**config.mk**
```make
export PLATFORM = sky130hd
export DESIGN_NAME = yaw_rate_pid_gain_scheduled
export DESIGN_NICKNAME = d
export VERILOG_FILES = /design/src/rtl/yrp_pkg.sv /design/src/rtl/yrp_cfg.sv /design/src/rtl/yrp_err.sv /design/src/rtl/yrp_term.sv /design/src/rtl/yaw_rate_pid_gain_scheduled.sv
export VERILOG_INCLUDE_DIRS = /design/src /design/src/rtl
export SDC_FILE = /design/constraint.sdc
export NUM_CORES = 2
export LEC_CHECK = 0
export ABC_AREA = 1
export BUFFER_PORTS_ARGS = -buffer_cell sky130_fd_sc_hd__buf_2
export CORE_MARGIN = 2
export CORE_UTILIZATION = 36
export CTS_CLUSTER_SIZE = 25
export DETAILED_ROUTE_END_ITERATION = 8
export GPL_TIMING_DRIVEN = 0
export PLACE_DENSITY_LB_ADDON = 0.12
export SYNTH_ARGS = -nofsm -noshare
export SYNTH_HDL_FRONTEND = slang
export SYNTH_SLANG_ARGS = --single-unit
```
**constraint.sdc**
```tcl
create_clock -name aclk -period 8.3 [get_ports aclk]
set_input_delay 1.66 -clock aclk [delete_from_list [all_inputs] [get_ports aclk]]
set_output_delay 1.66 -clock aclk [all_outputs]
set_load 0.01 [all_outputs]
```
**src/rtl/yaw_rate_pid_gain_scheduled_defines.svh**
```systemverilog
// Assertion macros for the yaw-rate PID term generator.
// Used by the top level only; expects aclk and aresetn in scope.
`ifndef YAW_RATE_PID_GAIN_SCHEDULED_DEFINES_SVH
`define YAW_RATE_PID_GAIN_SCHEDULED_DEFINES_SVH

// Same-cycle implication, disabled while reset is asserted.
`define YRP_ASSERT_NOW(lbl, ante, cons) \
    lbl: assert property (@(posedge aclk) disable iff (!aresetn) (ante) |-> (cons)) \
        else $error("yrp assertion failed: same-cycle implication");

// Next-cycle implication, disabled while reset is asserted.
`define YRP_ASSERT_NEXT(lbl, ante, cons) \
    lbl: assert property (@(posedge aclk) disable iff (!aresetn) (ante) |=> (cons)) \
        else $error("yrp assertion failed: next-cycle implication");

`endif

```
**src/rtl/yrp_pkg.sv**
```systemverilog
// Shared types and constants for the yaw-rate PID term generator.
// No dependencies; imported by every module of the block.
package yrp_pkg;

    localparam int GAIN_W   = 16;
    localparam int SENSOR_W = 12;
    localparam int RATE_W   = 16;
    localparam int ERR_W    = RATE_W + 1;
    localparam int DIFF_W   = ERR_W + 1;
    localparam int SUM_W    = 32;
    localparam int TERM_W   = 24;
    localparam int FRAC_W   = 8;
    localparam int CFG_AW   = 3;
    localparam int CFG_DW   = 16;
    localparam int IN_W     = 76;
    localparam int S_TDATA_W = 80;
    localparam int M_TDATA_W = 72;

    localparam logic [SENSOR_W-1:0] THRESHOLD_RESET = '1;

    typedef enum logic [CFG_AW-1:0] {
        REG_GAIN_P        = 3'd0,
        REG_GAIN_I        = 3'd1,
        REG_GAIN_D        = 3'd2,
        REG_GAIN_P_FAST   = 3'd3,
        REG_GAIN_I_FAST   = 3'd4,
        REG_GAIN_D_FAST   = 3'd5,
        REG_WALL_THR_LEFT = 3'd6,
        REG_WALL_THR_RIGHT = 3'd7
    } cfg_idx_t;

    typedef struct packed {
        logic [GAIN_W-1:0] kp;
        logic [GAIN_W-1:0] ki;
        logic [GAIN_W-1:0] kd;
    } gain_set_t;

    typedef struct packed {
        gain_set_t           normal;
        gain_set_t           fast;
        logic [SENSOR_W-1:0] thr_left;
        logic [SENSOR_W-1:0] thr_right;
    } cfg_t;

    // Input item, last field in the lowest bits.
    typedef struct packed {
        logic [1:0]              dead_end_phase;
        logic                    turning;
        logic [SENSOR_W-1:0]     sensor_right;
        logic [SENSOR_W-1:0]     sensor_left;
        logic                    run_mode_fast;
        logic signed [RATE_W-1:0] target_accel;
        logic signed [RATE_W-1:0] measured_rate;
        logic signed [RATE_W-1:0] target_rate;
    } in_item_t;

    // Operands handed from the error stage to the term multipliers.
    typedef struct packed {
        logic signed [ERR_W-1:0]  err;
        logic signed [SUM_W-1:0]  integ;
        logic signed [DIFF_W-1:0] diff;
        gain_set_t                gains;
    } op_t;

    localparam logic [1:0] PHASE_NONE   = 2'd0;
    localparam logic [1:0] PHASE_ALIGN1 = 2'd1;
    localparam logic [1:0] PHASE_ALIGN2 = 2'd2;

endpackage

```
**src/rtl/yrp_cfg.sv**
```systemverilog
// Configuration register bank: scheduled gain sets and wall thresholds.
// Depends on yrp_pkg.
module yrp_cfg
    import yrp_pkg::*;
(
    input  logic              aclk,
    input  logic              aresetn,
    input  logic              cfg_wr_en,
    input  logic [CFG_AW-1:0] cfg_addr,
    input  logic [CFG_DW-1:0] cfg_wdata,
    output cfg_t              cfg
);

    cfg_t cfg_reg;
    cfg_t cfg_next;

    always_comb begin
        cfg_next = cfg_reg;
        if (cfg_wr_en) begin
            unique case (cfg_idx_t'(cfg_addr))
                REG_GAIN_P:         cfg_next.normal.kp = cfg_wdata;
                REG_GAIN_I:         cfg_next.normal.ki = cfg_wdata;
                REG_GAIN_D:         cfg_next.normal.kd = cfg_wdata;
                REG_GAIN_P_FAST:    cfg_next.fast.kp   = cfg_wdata;
                REG_GAIN_I_FAST:    cfg_next.fast.ki   = cfg_wdata;
                REG_GAIN_D_FAST:    cfg_next.fast.kd   = cfg_wdata;
                REG_WALL_THR_LEFT:  cfg_next.thr_left  = cfg_wdata[SENSOR_W-1:0];
                REG_WALL_THR_RIGHT: cfg_next.thr_right = cfg_wdata[SENSOR_W-1:0];
                default:            cfg_next = cfg_reg;
            endcase
        end
    end

    always_ff @(posedge aclk) begin
        if (!aresetn) begin
            cfg_reg.normal    <= '0;
            cfg_reg.fast      <= '0;
            cfg_reg.thr_left  <= THRESHOLD_RESET;
            cfg_reg.thr_right <= THRESHOLD_RESET;
        end else begin
            cfg_reg <= cfg_next;
        end
    end

    assign cfg = cfg_reg;

endmodule

```
**src/rtl/yrp_err.sv**
```systemverilog
// Error stage: rate error, saturating error integral with clear logic,
// error difference and gain selection. Holds the controller state. Uses yrp_pkg.
module yrp_err
    import yrp_pkg::*;
(
    input  logic     aclk,
    input  logic     aresetn,
    input  logic     adv,
    input  in_item_t item,
    input  cfg_t     cfg,
    output op_t      op
);

    logic signed [SUM_W-1:0] error_sum_reg;
    logic signed [SUM_W-1:0] error_sum_next;
    logic signed [ERR_W-1:0] last_error_reg;
    op_t                     op_reg;
    op_t                     op_next;

    logic signed [ERR_W-1:0] err;
    logic signed [SUM_W:0]   sum_wide;
    logic signed [SUM_W-1:0] sum_sat;
    logic                    wall;
    logic                    clear;
    logic                    fast;

    always_comb begin
        err = ERR_W'(item.target_rate) - ERR_W'(item.measured_rate);
        sum_wide = (SUM_W+1)'(error_sum_reg) + (SUM_W+1)'(err);
        // The two top bits disagree only when the 32-bit sum overflowed.
        if (sum_wide[SUM_W] != sum_wide[SUM_W-1]) begin
            sum_sat = {sum_wide[SUM_W], {(SUM_W-1){~sum_wide[SUM_W]}}};
        end else begin
            sum_sat = sum_wide[SUM_W-1:0];
        end

        wall  = (item.sensor_left > cfg.thr_left) || (item.sensor_right > cfg.thr_right);
        clear = (wall && !item.turning) || (item.dead_end_phase == PHASE_ALIGN1)
             || (item.dead_end_phase == PHASE_ALIGN2);
        error_sum_next = clear ? '0 : sum_sat;

        fast = item.run_mode_fast && (item.target_accel != '0);

        op_next.err   = err;
        op_next.integ = error_sum_next;
        op_next.diff  = DIFF_W'(err) - DIFF_W'(last_error_reg);
        op_next.gains = fast ? cfg.fast : cfg.normal;
    end

    always_ff @(posedge aclk) begin
        if (!aresetn) begin
            error_sum_reg  <= '0;
            last_error_reg <= '0;
        end else if (adv) begin
            error_sum_reg  <= error_sum_next;
            last_error_reg <= err;
        end
    end

    always_ff @(posedge aclk) begin
        if (adv) begin
            op_reg <= op_next;
        end
    end

    assign op = op_reg;

endmodule

```
**src/rtl/yrp_term.sv**
```systemverilog
// One scaled term: signed value times unsigned Q8.8 gain, floor shift by 8,
// saturation to 24 bits. Uses yrp_pkg.
module yrp_term
    import yrp_pkg::*;
(
    input  logic signed [SUM_W-1:0]  value,
    input  logic        [GAIN_W-1:0] gain,
    output logic signed [TERM_W-1:0] term
);

    localparam int PROD_W = SUM_W + GAIN_W + 1;

    logic signed [PROD_W-1:0] prod;
    logic                     in_range;

    always_comb begin
        prod = PROD_W'(value) * PROD_W'($signed({1'b0, gain}));
        // After the arithmetic shift the value fits in 24 bits only if all bits
        // from the 24-bit sign position up are copies of the sign.
        in_range = (prod[PROD_W-1:FRAC_W+TERM_W-1] == '0)
                || (prod[PROD_W-1:FRAC_W+TERM_W-1] == '1);
        if (in_range) begin
            term = prod[FRAC_W+TERM_W-1:FRAC_W];
        end else begin
            term = {prod[PROD_W-1], {(TERM_W-1){~prod[PROD_W-1]}}};
        end
    end

endmodule

```
**src/rtl/yaw_rate_pid_gain_scheduled.sv**
```systemverilog
// Yaw-rate PID term generator with gain scheduling: top level.
// Depends on yrp_pkg, yrp_cfg, yrp_err, yrp_term and the defines header.

// One transaction in gives one transaction out holding the P, I and D terms.
// The block takes a new input every cycle while the output is not stalled. An accepted
// input passes through the input register, operand register and result register and
// is then presented on m_tvalid.
// The error integral and previous error are updated as an item leaves the input
// register, so the sustained rate is one item per cycle while the output is not stalled.
// Backpressure on m_tready propagates combinationally to s_tready. Configuration
// writes take effect on the next cycle and should be made only while no transaction
// is in flight.
`include "yaw_rate_pid_gain_scheduled_defines.svh"

module yaw_rate_pid_gain_scheduled
    import yrp_pkg::*;
(
    input  logic                 aclk,
    input  logic                 aresetn,
    input  logic                 cfg_wr_en,
    input  logic [CFG_AW-1:0]    cfg_addr,
    input  logic [CFG_DW-1:0]    cfg_wdata,
    input  logic                 s_tvalid,
    output logic                 s_tready,
    // target_rate[15:0], measured_rate[31:16], target_accel[47:32],
    // run_mode_fast[48], sensor_left[60:49], sensor_right[72:61],
    // turning[73], dead_end_phase[75:74], zero fill [79:76]
    input  logic [S_TDATA_W-1:0] s_tdata,
    output logic                 m_tvalid,
    input  logic                 m_tready,
    // prop_term[23:0], integ_term[47:24], deriv_term[71:48]
    output logic [M_TDATA_W-1:0] m_tdata
);

    cfg_t     cfg;
    in_item_t in_reg;
    logic     in_valid_reg;
    logic     op_valid_reg;
    logic     out_valid_reg;
    op_t      op;

    logic out_ready;
    logic op_ready;
    logic in_adv;
    logic op_adv;

    logic signed [TERM_W-1:0] prop_term;
    logic signed [TERM_W-1:0] integ_term;
    logic signed [TERM_W-1:0] deriv_term;
    logic [M_TDATA_W-1:0]     m_tdata_reg;

    assign out_ready = !out_valid_reg || m_tready;
    assign op_ready  = !op_valid_reg || out_ready;
    assign op_adv    = op_valid_reg && out_ready;
    assign in_adv    = in_valid_reg && op_ready;
    assign s_tready  = !in_valid_reg || op_ready;

    yrp_cfg u_cfg (
        .aclk      (aclk),
        .aresetn   (aresetn),
        .cfg_wr_en (cfg_wr_en),
        .cfg_addr  (cfg_addr),
        .cfg_wdata (cfg_wdata),
        .cfg       (cfg)
    );

    always_ff @(posedge aclk) begin
        if (!aresetn) begin
            in_valid_reg  <= 1'b0;
            op_valid_reg  <= 1'b0;
            out_valid_reg <= 1'b0;
        end else begin
            if (s_tready) begin
                in_valid_reg <= s_tvalid;
            end
            if (op_ready) begin
                op_valid_reg <= in_valid_reg;
            end
            if (out_ready) begin
                out_valid_reg <= op_valid_reg;
            end
        end
    end

    always_ff @(posedge aclk) begin
        if (s_tvalid && s_tready) begin
            in_reg <= in_item_t'(s_tdata[IN_W-1:0]);
        end
    end

    yrp_err u_err (
        .aclk    (aclk),
        .aresetn (aresetn),
        .adv     (in_adv),
        .item    (in_reg),
        .cfg     (cfg),
        .op      (op)
    );

    yrp_term u_term_p (
        .value (SUM_W'(op.err)),
        .gain  (op.gains.kp),
        .term  (prop_term)
    );

    yrp_term u_term_i (
        .value (op.integ),
        .gain  (op.gains.ki),
        .term  (integ_term)
    );

    yrp_term u_term_d (
        .value (SUM_W'(op.diff)),
        .gain  (op.gains.kd),
        .term  (deriv_term)
    );

    always_ff @(posedge aclk) begin
        if (op_adv) begin
            m_tdata_reg <= {deriv_term, integ_term, prop_term};
        end
    end

    assign m_tvalid = out_valid_reg;
    assign m_tdata  = m_tdata_reg;

    // An empty result register means the whole pipeline can move.
    `YRP_ASSERT_NOW(a_ready_when_out_empty, !out_valid_reg, s_tready)
    // A stalled operand stage keeps its item and its operands.
    `YRP_ASSERT_NEXT(a_op_hold, op_valid_reg && !out_ready, op_valid_reg && $stable(op))
    // A stalled input register keeps its item.
    `YRP_ASSERT_NEXT(a_in_hold, in_valid_reg && !op_ready, in_valid_reg && $stable(in_reg))

endmodule
```
# [After elaboration in Yosys (flattened, before gate mapping)]
# Index checks and enable logic that the tools add are counted.
[word_totals] ff_bits=435 out_inout_bits=74 elab_cells=90
[op_classes] n_addsub=3 n_mul=3 magnitude_cmp=2 eq_ne=13 n_mux=6 bitwise_logic=4 reduce_logical=31
[op_table] operator="24-bit two-way mux" n=3
[op_table] operator="32-bit two-way mux" n=2
[op_table] operator="18-bit == test, second input constant" n=3
[op_table] operator="18-bit zero test" n=3
[op_table] operator="32-bit by 17-bit multiplier with 49-bit output" n=1
[op_table] operator="48-bit two-way mux" n=1
[op_table] operator="18-bit by 17-bit multiplier with 35-bit output" n=1
[op_table] operator="17-bit by 17-bit multiplier with 34-bit output" n=1
[op_table] operator="32-bit by 17-bit adder with 33-bit output" n=1
[op_table] operator="12-bit > comparator" n=2
[op_table] operator="17-bit by 17-bit subtractor with 18-bit output" n=1
[op_table] operator="16-bit by 16-bit subtractor with 17-bit output" n=1
[op_table] operator="2-bit AND reduction" n=8
[op_table] operator="16-bit nonzero test" n=1
[op_table] operator="3-bit == test, second input constant" n=4
[op_table] operator="1-bit logical OR" n=9
[op_table] operator="3-bit by 2-bit == test with 1-bit output, second input constant" n=2
[op_table] operator="1-bit logical AND" n=5
[op_table] operator="1-bit zero test" n=4
[op_table] operator="1-bit NOT" n=4
[op_table] operator="3-bit by 1-bit == test with 1-bit output, second input constant" n=1
[op_table] operator="3-bit zero test" n=1
[op_table] operator="2-bit by 1-bit == test with 1-bit output, second input constant" n=1
[op_table] operator="2-bit == test, second input constant" n=1
[op_table] operator="1-bit inequality test" n=1

# [Logic depth before layout (Yosys ltp)]
[depth] ltp_word=6 ltp_mapped=36 mapped_depth_nobuf=33

# [Modules after synthesis]
# A second synthesis with hierarchy kept.
[unflattened] hier_cells=10503 hier_area_um2=80078.1
[modules_own_cells] mod="yrp_term at u_term_d" n_inst=1 cells_per_inst=2814 area_each_um2=20138.1 seq_area_each_um2=0.0
[modules_own_cells] mod="yrp_term at u_term_p" n_inst=1 cells_per_inst=2812 area_each_um2=20049.2 seq_area_each_um2=0.0
[modules_own_cells] mod="yrp_term at u_term_i" n_inst=1 cells_per_inst=2799 area_each_um2=20017.9 seq_area_each_um2=0.0
[modules_own_cells] mod="yrp_err" n_inst=1 cells_per_inst=1253 area_each_um2=10615.2 seq_area_each_um2=4434.3
[modules_own_cells] mod="yrp_cfg" n_inst=1 cells_per_inst=658 area_each_um2=4674.5 seq_area_each_um2=2402.3
[modules_own_cells] mod="yaw_rate_pid_gain_scheduled" n_inst=1 cells_per_inst=167 area_each_um2=4583.1 seq_area_each_um2=4504.3

# [Least setup slack after synthesis]
# No wires, ideal clock.
[synth_path] path_kind="reg2reg" start="reg u_err.op_reg, in the netlist u_err.op[97]" end="reg m_tdata_reg[27], in the netlist m_tdata[27] (data pin)" setup_time_ps=252 arrival_time_ps=6089 required_time_ps=8048 path_slack_ps=1959 stages_incl_launch_ff=30 n_path_buf=3 synth_period_minus_slack_ps=6341 cell_sequence="edfxtp_1 -> clkbuf_1 -> clkbuf_1 -> nand2_1 -> fa_1 -> fa_1 -> inv_1 -> fa_1 -> fa_1 -> fa_1 -> inv_1 -> fa_1 -> inv_1 -> ha_1 -> nand2_1 -> nor2_2 -> inv_1 -> nor2_1 -> nand2_1 -> nor3_2 -> nand2_1 -> nand4_1 -> nand2_1 -> nor2_1 -> nand2_1 -> nor2_1 -> nand3_2 -> nand2_2 -> buf_6 -> nand2_1"
[synth_via] elab_chain_cells=4 elab_cells_between_ends=6
[synth_lines] item="from (decl)" line_no="yrp_err.sv:17" source="op_t op_reg;"
[synth_lines] item="from (signal assigned)" line_no="yrp_err.sv:62" source="op_reg <= op_next;"
[synth_lines] item="32-bit by 17-bit multiplier with 49-bit output (*)" line_no="yrp_term.sv:17" source="prod = PROD_W'(value) * PROD_W'($signed({1'b0, gain}));"
[synth_lines] item="18-bit == test or 18-bit zero test (tied branches)" line_no="yrp_term.sv:21, yrp_term.sv:20"
[synth_lines] item="1-bit logical OR" line_no="yrp_term.sv:21" source="|| (prod[PROD_W-1:FRAC_W+TERM_W-1] == '1);"
[synth_lines] item="24-bit two-way mux (*)" line_no="yrp_term.sv:22" source="if (in_range) begin"
[synth_lines] item="named net integ_term[3]" line_no="yaw_rate_pid_gain_scheduled.sv:48" source="logic signed [TERM_W-1:0] integ_term;"
[synth_lines] item="to (signal assigned)" line_no="yaw_rate_pid_gain_scheduled.sv:120" source="m_tdata_reg <= {deriv_term, integ_term, prop_term};"
[synth_lines] item="to (decl)" line_no="yaw_rate_pid_gain_scheduled.sv:50" source="logic [M_TDATA_W-1:0] m_tdata_reg;"
# Mark *: on every way through the listed nets, which the timed path passes. The rest lies on a longest branch.
# A chain may end at the register's enable or synchronous reset.

# [Worst setup path after layout]
[layout_path] start="reg u_err.op_reg, in the netlist u_err.op[23]" end="reg m_tdata_reg[29], in the netlist m_tdata[29] (data pin)"
# Same word-level chain as after synthesis.

==> results.md <==
- Crit start category: flip-flop
- Share of the synthesized area in the top cell type: 0.346
- FF-to-FF setup slack: between 0.3 and 0.4 ns
- Final setup violation count: 0
- Die Width: between 400 and 500 microns
- Slew HR: 0.277
- Remaining DRCs: 0
- Pin count of the biggest net entering global routing: 67
- Worst EP arrival: 8.38 ns
- Cts hold-fix bufs: 0
- Die Y: 416 microns
- Skew final: 0.0911 ns
- Initial Utilization: 0.362
- Final worst path period need: approximately 7.9 ns
- Max FFs per register: 120
- Tot GR Track Use: 0.219
- Post-CTS Resized: 0
- Distinct cell type count after synthesis: 52
- Mapped Area: 61200 sq um
- Via-per-instance ratio: 4.72
- Largest area contributor in the netlist: fa_1
- Vias in the first global route: 48800
- Mapped Avg Cell Area: 8.15 sq um
- Final std cells w/o fill: around 10000
- Cell count of the worst hold path: 2
- Reg2reg path depth: 26
- Slew @ Worst Pin: 1.08 ns
- FP Rows: between 150 and 200
- RR Endpoint: m_tdata[29]
- Count leader, synth: inv_1
- DR iter-0 viols: 2787
- Final nets: 9265
- CP Class: flip-flop to flip-flop
- Final Hold Viols: 0
- Routed len/inst: roughly 19 microns
- Worst setup startpoint: u_err.op[23]
- Reg-to-Reg Start: u_err.op[23]
- Synth Net Count: 9045
- Initial antenna violation count: 14
- Tcrit/Tclk final: 0.954
- Post-DRT Antenna Nets: 0
- Post-synthesis sequential area ratio: 0.185
- Ports: 178
- First-pass GRT wire length: around 290000 microns
- Synth Register Bits: 435
- Die ar.: 173000 sq um
- Area delta synth->final: 9.03%
- Worst setup endpoint: m_tdata[29]
- RSZ-0062 raised after global routing: no
- CTS buffer count: 53
- MaxCap Viol Count: 0
- Layout fillers: about 18000
- Share of cells above drive strength 1: 0.0502
- Status: finished clean
- CTS max path bufs: 3
- EDFF count, synth: 263
- Via count: 47100
- Mapped Cells: 7507
- Post-CTS Setup Bufs: 0
- Congestion Overflow GR: 0
- Worst min path class: flip-flop to flip-flop
- Yosys warns: 0
- CP required: 8.76 ns
- Slew Limit Fails: 0
- Top cells by count, synth: inv_1 (2025), nand2_1 (1780), fa_1 (1058), nor2_1 (410), ha_1 (376)
- GPL Wtd Cong: 0.920
- Total Routed Length: roughly 190000 microns
- Nature of the critical path endpoint: flip-flop
- Skew-Pair Late Insertion Delay: ~0.71 ns
- Port Buffer Count: approximately 160
- CTS clock-pin slew for the worst setup and hold paths: 0.06 ns
- Post-synth ARST share: 0
- H-tree depth: 2
- CTS Sinks: 435
- Detailed Place HPWL: 157000 microns
- Synth top area cells: fa_1 (35%), edfxtp_1 (13%), inv_1 (12%)
- Critical-path maximum fanout: 10
- CTS tree: yes
- Root Driver: clkbuf_16
- Core Region: 169000 sq um
- Peak Freq: roughly 130 MHz
- DR pass1 iterations: 6
- Placed Instances: 9891
- Most used flip-flop cell after synthesis: edfxtp_1
==> layer usage <==
metal | wire [microns] | global-route usage | vias to the layer above | part of all wire
met5 | 24 | 0 | - | 0.00013
met4 | 5220 | 0.0601 | 4 | 0.028
met3 | 9770 | 0.0251 | 201 | 0.053
met1 | 84000 | 0.305 | 23300 | 0.45
li1 | - | - | 22400 | -
met2 | 86700 | 0.360 | 1159 | 0.47
==> metrics by stage <==
| stage | area, sq um | TNS (ns) | utilization | worst slack [ns] | hold WS [ns] |
|---|---|---|---|---|---|
| 6_report | 66700 | 0 | 0.394 | 0.379 | 0.470 |
| 5_1_grt | 66700 | 0 | 0.394 | 0.00507 | 0.496 |
| 4_1_cts | 66700 | 0 | 0.394 | 0.248 | 0.468 |
| 3_5_place_dp | 64900 | 0 | 0.384 | 0.283 | 0.460 |
| 3_3_place_gp | 64700 | -66.27 | 0.383 | -0.948 | 0.457 |
| 2_1_floorplan | 61200 | 0 | - | 1.96 | 0.435 |
==> final cells by class <==
cell class                 count  area (sq um)  area share
antenna                        5          12.5    0.000188
buffer                       325          1320      0.0198
clock buffer                  68          1470      0.0221
clock inverter                32           325     0.00488
inverter                    2029          7620       0.114
multi-input combinational   4717         40900       0.613
sequential                   435         11300       0.170
tap                         2218          2780      0.0416
timing repair buffer         166           921      0.0138
==> critical path, cell delays in order (launching register included) <==
cell	delay, ns
edfxtp_1	0.57
clkbuf_1	0.85
nand2_1	0.20
fa_1	0.58
fa_1	0.43
inv_1	0.37
fa_1	0.53
fa_1	0.52
fa_1	0.52
inv_1	0.06
fa_1	0.56
inv_1	0.06
ha_1	0.40
nand2_1	0.13
nor2_1	0.25
nand2_1	0.17
nor2_1	0.23
nand3_1	0.24
nand4_1	0.16
nand2_1	0.06
nor2_1	0.11
nand2_1	0.06
nor2_1	0.13
nand3_2	0.14
nand2_2	0.16
buf_6	0.15
nand2_1	0.07
==> worst min-delay path by stage <==
stage | startpoint | to
floorplan | u_err.last_error_reg[2] | u_err.last_error_reg[2]
global placement | u_err.last_error_reg[2] | u_err.last_error_reg[2]
detailed placement | u_err.last_error_reg[2] | u_err.last_error_reg[2]
CTS | u_err.last_error_reg[2] | u_err.last_error_reg[2]
global route | u_cfg.cfg[102] | u_err.op[30]
finish | u_err.last_error_reg[2] | u_err.last_error_reg[2]
==> layout by cell type (no fill, tap or decap), drive strengths merged, types with 2 or more instances in the layout <==
master,count
inv,2035
nand2,1798
fa,1058
nor2,418
ha,376
clkbuf,361
a21oi,265
edfxtp,263
o21ai,255
buf,198
dfxtp,172
nand3,152
xor2,86
xnor2,65
mux2,48
nand4,31
nor3,31
o21bai,25
clkinv,21
a21o,19
a31oi,17
nor4,14
o211ai,14
o21a,10
a21boi,10
diode,5
a221oi,5
and3,4
o2111ai,3
a211oi,3
or2,3
bufinv,3
nand3b,2
clkinvlp,2
==> kinds of logic after synthesis <==
group	share of synthesized area
AND/OR/NAND/NOR	0.158
AO/OA/AOI/OAI	0.0563
XOR/XNOR	0.0216
adder cells (fa/ha/maj)	0.423
flip-flops	0.185
multiplexers	0.00884
buffers and inverters	0.146
Power is left out: the tool's default activity adds up to more than one toggle a clock period on the data nets, which glitch-free logic cannot reach.
